===== src/hdl/red_queue_drop_decider_defines.svh =====
// assertion macros for the red queue drop decider
`ifndef RED_QUEUE_DROP_DECIDER_DEFINES_SVH
`define RED_QUEUE_DROP_DECIDER_DEFINES_SVH

`ifndef SYNTHESIS
// same-cycle implication or invariant
`define RQDD_ASSERT(lbl, clk, rst, prop) \
   lbl: assert property (@(posedge clk) disable iff (rst) prop) \
      else $error("rqdd assertion failed");
// condition now implies result in the next cycle
`define RQDD_ASSERT_NEXT(lbl, clk, rst, cond, nxt) \
   lbl: assert property (@(posedge clk) disable iff (rst) (cond) |=> (nxt)) \
      else $error("rqdd assertion failed");
`else
`define RQDD_ASSERT(lbl, clk, rst, prop)
`define RQDD_ASSERT_NEXT(lbl, clk, rst, cond, nxt)
`endif

`endif


===== src/hdl/rqdd_pkg.sv =====
// shared types and constants for the red queue drop decider
package rqdd_pkg;

   localparam int TABLE_DEPTH = 64;
   localparam int TBL_AW      = $clog2(TABLE_DEPTH);

   localparam logic [15:0] MAXCOUNT_MAX = 16'hFFFF;
   localparam logic [31:0] LFSR_RESET   = 32'h2AABAAAB;
   localparam logic [15:0] RANDOM_RESET = 16'h8000;
   localparam logic [23:0] BYTE_MAX     = 24'hFFFFFF;
   localparam logic [21:0] AVG_MAX      = 22'h3FFFFF;
   localparam logic [15:0] SINCE_MAX    = 16'hFFFF;
   localparam logic [15:0] EARLY_MIN    = 16'd3;

   // operation codes
   localparam logic [2:0] OP_ARRIVAL     = 3'd0;
   localparam logic [2:0] OP_DEPARTURE   = 3'd1;
   localparam logic [2:0] OP_AVG_TICK    = 3'd2;
   localparam logic [2:0] OP_LFSR_TICK   = 3'd3;
   localparam logic [2:0] OP_TABLE_WRITE = 3'd4;

   // register indexes, byte address is 4 * index
   localparam int CSR_AW = 5;
   localparam logic [2:0] CSR_RED_ENABLE    = 3'd0;
   localparam logic [2:0] CSR_MIN_THRESHOLD = 3'd1;
   localparam logic [2:0] CSR_AVG_WEIGHT    = 3'd2;
   localparam logic [2:0] CSR_PACKET_LIMIT  = 3'd3;
   localparam logic [2:0] CSR_BYTE_LIMIT    = 3'd4;

   localparam logic        RST_RED_ENABLE    = 1'b1;
   localparam logic [5:0]  RST_MIN_THRESHOLD = 6'd5;
   localparam logic [15:0] RST_AVG_WEIGHT    = 16'd131;
   localparam logic [5:0]  RST_PACKET_LIMIT  = 6'd63;
   localparam logic [23:0] RST_BYTE_LIMIT    = 24'd96000;

   typedef struct packed {
      logic [2:0]  operation;
      logic [15:0] packet_length;
      logic [5:0]  table_index;
      logic [4:0]  table_shift;
   } req_type;

   typedef struct packed {
      logic        drop;
      logic        forced;
      logic        empty_error;
      logic [6:0]  queue_packets;
      logic [23:0] queue_bytes;
      logic [15:0] max_count;
      logic [31:0] drop_total;
      logic [31:0] forced_total;
      logic [31:0] arrival_total;
      logic [31:0] sent_total;
   } rsp_type;

   typedef struct packed {
      logic        red_enable;
      logic [5:0]  min_threshold;
      logic [15:0] avg_weight;
      logic [5:0]  packet_limit;
      logic [23:0] byte_limit;
   } cfg_type;

endpackage


===== src/hdl/rqdd_csr.sv =====
// configuration registers behind the apb-style port
module rqdd_csr (
   input  logic                        clock,
   input  logic                        reset,
   input  logic                        csr_psel,
   input  logic                        csr_penable,
   input  logic                        csr_pwrite,
   input  logic [rqdd_pkg::CSR_AW-1:0] csr_paddr,
   input  logic [31:0]                 csr_pwdata,
   output logic [31:0]                 csr_prdata,
   output logic                        csr_pready,
   output rqdd_pkg::cfg_type           cfg
);
   import rqdd_pkg::*;

   cfg_type    cfg_ff;
   logic       wr_en;
   logic [2:0] reg_idx;

   assign csr_pready = 1'b1;
   assign wr_en      = csr_psel && csr_penable && csr_pwrite;
   assign reg_idx    = csr_paddr[4:2];
   assign cfg        = cfg_ff;

   always_ff @(posedge clock) begin
      if (reset) begin
         cfg_ff.red_enable    <= RST_RED_ENABLE;
         cfg_ff.min_threshold <= RST_MIN_THRESHOLD;
         cfg_ff.avg_weight    <= RST_AVG_WEIGHT;
         cfg_ff.packet_limit  <= RST_PACKET_LIMIT;
         cfg_ff.byte_limit    <= RST_BYTE_LIMIT;
      end else if (wr_en) begin
         unique case (reg_idx)
            CSR_RED_ENABLE:    cfg_ff.red_enable    <= csr_pwdata[0];
            CSR_MIN_THRESHOLD: cfg_ff.min_threshold <= csr_pwdata[5:0];
            CSR_AVG_WEIGHT:    cfg_ff.avg_weight    <= csr_pwdata[15:0];
            CSR_PACKET_LIMIT:  cfg_ff.packet_limit  <= csr_pwdata[5:0];
            CSR_BYTE_LIMIT:    cfg_ff.byte_limit    <= csr_pwdata[23:0];
            default: ;
         endcase
      end
   end

   always_comb begin
      unique case (reg_idx)
         CSR_RED_ENABLE:    csr_prdata = {31'd0, cfg_ff.red_enable};
         CSR_MIN_THRESHOLD: csr_prdata = {26'd0, cfg_ff.min_threshold};
         CSR_AVG_WEIGHT:    csr_prdata = {16'd0, cfg_ff.avg_weight};
         CSR_PACKET_LIMIT:  csr_prdata = {26'd0, cfg_ff.packet_limit};
         CSR_BYTE_LIMIT:    csr_prdata = {8'd0, cfg_ff.byte_limit};
         default:           csr_prdata = 32'd0;
      endcase
   end

endmodule


===== config.mk =====
export PLATFORM = sky130hd
export DESIGN_NAME = rqdd_csr
export DESIGN_NICKNAME = d
export VERILOG_FILES = /design/src/hdl/red_queue_drop_decider_defines.svh /design/src/hdl/rqdd_pkg.sv /design/src/hdl/rqdd_csr.sv
export SDC_FILE = /design/constraint.sdc
export NUM_CORES = 1
export LEC_CHECK = 0
export BUFFER_PORTS_ARGS = -buffer_cell sky130_fd_sc_hd__buf_2
export CORE_MARGIN = 2
export CORE_UTILIZATION = 30
export CTS_CLUSTER_DIAMETER = 40
export CTS_CLUSTER_SIZE = 14
export DETAILED_ROUTE_END_ITERATION = 6
export GPL_TIMING_DRIVEN = 0
export PLACE_DENSITY = 0.58
export SETUP_SLACK_MARGIN = 0.4
export SLEW_MARGIN = 20
export SYNTH_ARGS = -nofsm -noshare
export SYNTH_HDL_FRONTEND = slang
export SYNTH_SLANG_ARGS = --single-unit

===== constraint.sdc =====
create_clock -name clock -period 2.8 [get_ports clock]
set_input_delay 0.56 -clock clock [delete_from_list [all_inputs] [get_ports clock]]
set_output_delay 0.56 -clock clock [all_outputs]
set_load 0.02 [all_outputs]

Word level (Yosys, flattened, before mapping)
Index checks and enable logic that the tools add are counted.
W data, S select, Z words.
- bits in registers: 53
- logic and storage cells: 18
- output and inout bits: 86
- input bits: 42
- mux-type cells: 1
- reduce and logical (&&, ||, !) cells: 8
- equality and inequality tests: 4
- operators with widths (operator ; count):
    $pmux W24 S5 ; 1
    $reduce_and A2 Y1 ; 5
    $eq A3 B2 Y1 const B ; 2
    $eq A3 B1 Y1 const B ; 1
    $eq A3 B3 Y1 const B ; 1
    $logic_not A3 Y1 ; 1
    $logic_and A1 B1 Y1 ; 2

Logic depth before layout (Yosys ltp)
Gate-level depths: netlist of run 1.
- word-level depth: 3
- depth in mapped cells: 5
- gate-level depth less buffers: 3

Worst setup path before layout of run 1
Ideal clock, no wire load.
- path type: input to output
- from: input csr_paddr[2] (netlist bit)
- to: output csr_prdata[1]
- path slack: 0.605 ns
- stages on the path: 5
- arrival: 1.635 ns
- required time: 2.240 ns
- path buffers: 2
- path through: buf_4 -> buf_4 -> and2b_1 -> a22oi_1 -> o21ai_0
- word-level cells in the longest chain between the ends: 2
- elaborated cells between the ends (all ways): 6
- classes of those cells: 4 x eq/ne; 1 x mux; 1 x reduce/logical
- ends and longest elaborated chain (element ; line ; text):
    start: declaration ; rqdd_csr.sv:8 ; input logic [rqdd_pkg::CSR_AW-1:0] csr_paddr,
    $eq A3 B3 Y1, or another cell as far along ; rqdd_csr.sv:45 ; unique case (reg_idx)
    $pmux W24 S5 (*) ; rqdd_csr.sv:45 ;
    end: declaration ; rqdd_csr.sv:10 ; output logic [31:0] csr_prdata,
Mark *: on every way between the ends. The rest lies on a longest branch, timed or not.

Final worst setup path of run 1
- from: input csr_paddr[3] (netlist bit)
- to: output csr_prdata[6]
The elaborated chain is that of the path after synthesis.

==> impl_metrics.ini, run 1 <==
[yosys]
synthMuxAreaShare = 0.2178
ys_seq_elements = 53
synth_xor_area_frac = 0
synthTopCellsByArea = dfxtp_1 (38%), mux2i_1 (20%), nand2b_1 (13%), nor2_1 (5.8%), a22oi_1 (4.0%)
mappedNetlistArea_sq_um = 2786
yosysTopAreaCell = dfxtp_1
synth_top_area_frac = 0.3808
yosys.area_share.adder = 0
yosysUniqueCellTypes = 31
synth_top_family_by_area = simple AND/OR/NAND/NOR gates
netlist_instances = 296
yosysSeqAreaShare = 0.3808
synth.avg_cell_area_sq_um = 9.414
yosys.area_share.simple = 0.2681
synth-compound-area-share = 0.05703
yosys_warnings = 0

[sta]
min_period_ns = 2.303
post-route-period-util = 0.8224
fmax_mhz = 434.3
worst_pin_slew_ns = 0.5865
finalWorstSetupSlack_ns = 0.4973
slew_viol_final = 0
final.setup.tns_ns = 0
relSlewSlack = 0.6086
finClkSkew_ns = 0
hold_viol = 0
whs_ns = 0.4888
rsz0062_at_grt = true
finalSetupViolCount = 0

[cts]
clk_path_buf_depth = 2
path_clk_slew_ns = 0.10
tritoncts = built
cts_hold_buffers = 0
insertion_delay_ns = 0.31
numCtsBuffers = 5
post-cts-setup-buffer-count = 0
clock-sinks = 53
root_buffer = clkbuf_8
cts.htree.levels = 2

[layout]
largest_reg_flops = 53
num_antenna_cells = 0
final_nets = 457
drive_gt1_frac = 0.3606
area_delta_synth_final_pct = 29.82

[grt]
overflow = 0
grt_pass1_wl_microns = 13070
antenna_found_initial = 0
grt_max_degree = 17
grt_pass1_vias = 2439
grt_use_total = 0.1670

[floorplanning]
core_sq_um = 9109
row_count = 35
die_y_microns = 100.4
start_util = 0.3059
die_w_microns = 100.4
dieArea_sq_um = 10080
ios = 128

[power_and_ir_drop]
p_int_uw = 1137
combPwrFrac = 0.139
power_frac_clock = 0.365
powerDensity_nw_per_um2 = 424.9
switching_share = 0.2603
seqPwrFrac = 0.497
p_sw_uw = 400.1
p_leak_uw = 0.001634
finalPower_uw = 1537
vdd_drop_max_mv = 0.1997

[setup_path]
rrSetupSlack_ns = 2.14
path_max_fanout = 10
reg2reg_to = cfg[29]$_SDFFE_PP1P_
worst_r2r_path_depth = 2
crit_path_end = csr_prdata[6]
arrival_ns = 1.74
reg2reg_from = cfg[29]$_SDFFE_PP1P_
end_kind = primary output
crit_type = in -> out
cp.required_ns = 2.24
crit_start = csr_paddr[3]
start_kind = input port

[detailed_routing]
viasPerCell = 4.590
wirelength_microns = 8443
final_antenna_net_count = 0
drtIter0Drc = 75
drtPass1Iterations = 4
avgRoutedWirePerCell_microns = 16.02
num_vias = 2419
post-route-drc-count = 0

[place]
place.gp.congestion = 0.7563
dpl.hpwl_microns = 6188
place_ws_ns = 0.1703
numPortBuffers = 105

[status]
status = complete, no violations

[min_path]
min_path_type = reg -> reg

[run]
maxCapViolations = 0
==> cell type report <==
type | count | area, sq um
Buffer | 31 | 214.0
Clock buffer | 6 | 82.58
Clock inverter | 2 | 37.54
Fill cell | 948 | 5492
Multi-Input combinational cell | 219 | 1558
Sequential cell | 53 | 1061
Tap cell | 111 | 138.9
Timing Repair Buffer | 105 | 525.5
==> metrics by stage <==
| step | cell area [sq um] | utilization | cells |
|---|---|---|---|
| after floorplan | 2813 | - | 303 |
| after global placement | 3477 | 0.3817 | 519 |
| after detailed placement | 3477 | 0.3817 | 519 |
| after CTS | 3607 | 0.3960 | 527 |
| after global routing | 3617 | 0.3971 | 527 |
| final | 3617 | 0.3971 | 527 |
==> power groups by stage <==
stage / Combinational, uW / Sequential, uW / Clock (uW)
after floorplan: 127 / 787 / 0
after global placement: 210 / 781 / 0
after detailed placement: 212 / 781 / 0
after CTS: 214 / 764 / 577
after global routing: 233 / 765 / 602
final: 213 / 763 / 560
==> how the worst min path moves through the flow <==
stage / from / endpoint / slack, ns / cells past startpoint
after floorplan: cfg[17]$_SDFFE_PP0P_ / cfg[17]$_SDFFE_PP0P_ / 0.55 / 2
after global placement: cfg[18]$_SDFFE_PP0P_ / cfg[18]$_SDFFE_PP0P_ / 0.47 / 2
after detailed placement: cfg[23]$_SDFFE_PP0P_ / cfg[23]$_SDFFE_PP0P_ / 0.48 / 2
after CTS: cfg[33]$_SDFFE_PP0P_ / cfg[33]$_SDFFE_PP0P_ / 0.49 / 2
after global routing: csr_pwdata[22] / cfg[22]$_SDFFE_PP0P_ / 0.50 / 3
final: cfg[33]$_SDFFE_PP0P_ / cfg[33]$_SDFFE_PP0P_ / 0.49 / 2
==> layout by cell type (no fill, tap or decap), types with 2 or more instances in the layout <==
cell type and count:
and2_1 8, mux2_2 5, nand2b_1 57, nor3b_4 2, nor2_1 43, nor2b_1 2, conb_1 9, nand2_1 5
a22oi_1 15, buf_2 112, clkbuf_1 6, clkbuf_8 6, buf_4 13, o21ai_0 6, mux2i_1 55, dfxtp_1 53
==> critical path, stage by stage <==
cell,delay (ns)
buf_2,0.17
buf_4,0.21
nor2b_1,0.14
clkbuf_4,0.23
a22oi_1,0.09
nor2_1,0.14
buf_2,0.19
==> synthesized netlist by cell type (all sizes together) <==
cell type,instances
a22oi,15
and2,8
and2b,1
and4b,1
buf,24
clkbuf,7
conb,2
dfxtp,53
mux2,5
mux2i,55
nand2,5
nand2b,57
nand3b,2
nand4,1
nand4b,1
nor2,43
nor2b,2
nor3,2
nor3b,3
o21a,1
o21ai,6
o2bb2ai,1
or3,1
==> layer usage <==
metal  vias to the layer above  GRT usage  part of all wire
met2                        71     0.2886              0.49
met3                         5    0.03343             0.055
met5                         -          0                 0
met1                      1136     0.2182              0.45
li1                       1207          -                 -
met4                         0    0.02845            0.0046
==> kinds of logic after synthesis <==
family                 count (synthesis)
multiplexers                          60
buffers and inverters                 31
other                                  2
AND/OR/NAND/NOR                      127
AO/OA/AOI/OAI                         23
flip-flops                            53
==> repair_timing <==
action,CTS,global route
resized for setup,3,4
endpoints found under the setup margin,11,11
pin swaps,0,0
No activity file was read; power rests on OpenSTA's default activity.
==> inputs of run 2 (changes only) <==
==> constraint.sdc (replaced) <==
create_clock -name clock -period 2.2 [get_ports clock]
set_input_delay 0.44 -clock clock [delete_from_list [all_inputs] [get_ports clock]]
set_output_delay 0.44 -clock clock [all_outputs]
set_load 0.02 [all_outputs]
==> run 2 against run 1 <==
  * Via count up 3.5%
  * Non-clock buffer count grew 11
  * Setup slack lost 0.12 ns
  * Sequential share of layout area decreased by 2.1 points
  * First-iteration DRC count down 6.7%
  * Wire length is 7.2% higher
  * Utilization rose by 3.1 points
  * Clock-buffer cell count unchanged
  * Largest cell class unchanged
  * Largest power group unchanged
  * Highest routed layer unchanged
==> impl_metrics.ini, run 2 (synthesis gave the netlist of run 1 again) <==
[cts]
root_buffer = clkbuf_8
path_clk_slew_ns = 0.10
cts.htree.levels = 2
clk_path_buf_depth = 2
clock-sinks = 53
numCtsBuffers = 5
tritoncts = built
cts_hold_buffers = 0
insertion_delay_ns = 0.31

[floorplanning]
row_count = 35
ios = 128
core_sq_um = 9109
start_util = 0.3059
die_y_microns = 100.4
die_w_microns = 100.4
dieArea_sq_um = 10080

[grt]
grt_pass1_vias = 2426
grt_max_degree = 16
grt_pass1_wl_microns = 13460
antenna_found_initial = 0
grt_use_total = 0.1767
overflow = 0

[setup_path]
arrival_ns = 1.38
cp.required_ns = 1.76
start_kind = input port
end_kind = primary output
crit_type = in -> out
path_max_fanout = 7

[sta]
post-route-period-util = 0.8270
hold_viol = 0
min_period_ns = 1.819
finClkSkew_ns = 0
fmax_mhz = 549.6
relSlewSlack = 0.6460
finalSetupViolCount = 0
worst_pin_slew_ns = 0.5309
slew_viol_final = 0
rsz0062_at_grt = true

[place]
place.gp.congestion = 0.7576
numPortBuffers = 105
dpl_cell_area_sq_um = 3516
dpl.hpwl_microns = 6242

[power_and_ir_drop]
vdd_drop_max_mv = 0.2826
powerDensity_nw_per_um2 = 484.1
finalPower_uw = 1887
p_leak_uw = 0.001720

[detailed_routing]
avgRoutedWirePerCell_microns = 16.85
wirelength_microns = 9047
drtIter0Drc = 70
drtPass1Iterations = 4
num_vias = 2504
final_antenna_net_count = 0
post-route-drc-count = 0
viasPerCell = 4.663

[layout]
fin_util = 0.4280
num_antenna_cells = 0
drive_gt1_frac = 0.4413
final_nets = 468
area_delta_synth_final_pct = 39.92
largest_reg_flops = 53
final_common_cell = buf_2
final_cell_mix = buf_2 (99), nand2b_1 (57), mux2i_1 (55), dfxtp_1 (53), nor2_1 (35)
final_area_sq_um = 3899

[min_path]
min_path_type = in -> reg

[status]
status = complete, no violations

[run]
maxCapViolations = 0
==> run 2: changes by cell type in the layout (fill, tap and decap cells not counted), moves of 9 or more <==
cell,delta
buf_6,+12
a22oi_2,+12
buf_2,-13
a22oi_1,-12
buf_4,+9
==> run 2: repair_timing <==
action,CTS,global route
resized for setup,44,20
pin swaps,2,7
endpoints found under the setup margin,24,24
gates cloned,1,2
setup buffers,7,1
hold endpoints to repair,0,0
==> run 2: cell type report <==
type	count	area (sq um)
Buffer	31	267.8
Clock buffer	6	82.58
Clock inverter	1	7.507
Fill cell	915	5210
Multi-Input combinational cell	219	1669
Sequential cell	53	1061
Tap cell	111	138.9
Timing Repair Buffer	116	671.9
==> run 2: final timing paths <==
kind | slack (ns) | cells after the start | endpoint | start
setup reg to reg | 1.54 | 2 | cfg[0]$_SDFFE_PP0P_ | cfg[0]$_SDFFE_PP0P_
setup / recovery | 0.38 | 7 | csr_prdata[15] | csr_paddr[3]
hold / removal | 0.38 | 3 | cfg[16]$_SDFFE_PP1P_ | csr_pwdata[16]
hold reg to reg | 0.49 | 2 | cfg[21]$_SDFFE_PP0P_ | cfg[21]$_SDFFE_PP0P_
==> run 2: power by group <==
group / internal, uW / total, uW / switching, uW
combinational: 151 / 333 / 182
sequential: 966 / 972 / 5.92
clock: 250 / 582 / 332
total: 1370 / 1890 / 520
==> run 2: critical path: stages <==
cell	delay, ns
buf_12	0.11
buf_12	0.13
nor2b_2	0.16
buf_6	0.14
a22oi_1	0.20
nor2_2	0.05
buf_2	0.16
==> run 2: per-layer routing <==
metal,wire length [microns],GRT usage,vias to the layer above
met5,0,0,-
met4,48,0.03161,0
met2,4251,0.2943,85
met3,475,0.03760,4
met1,4272,0.2383,1180
li1,-,-,1235
==> run 2: per-stage QoR <==
step | TNS, ns | setup WS (ns) | hold WS (ns) | std cells
after global placement | -0.8213 | -0.1129 | 0.4653 | 519
after CTS | 0 | 0.3901 | 0.3710 | 534
final | 0 | 0.3806 | 0.3782 | 537
after floorplan | 0 | 0.3951 | 0.5536 | 303
after detailed placement | -0.7159 | -0.09586 | 0.4761 | 519
after global routing | 0 | 0.3323 | 0.3735 | 537
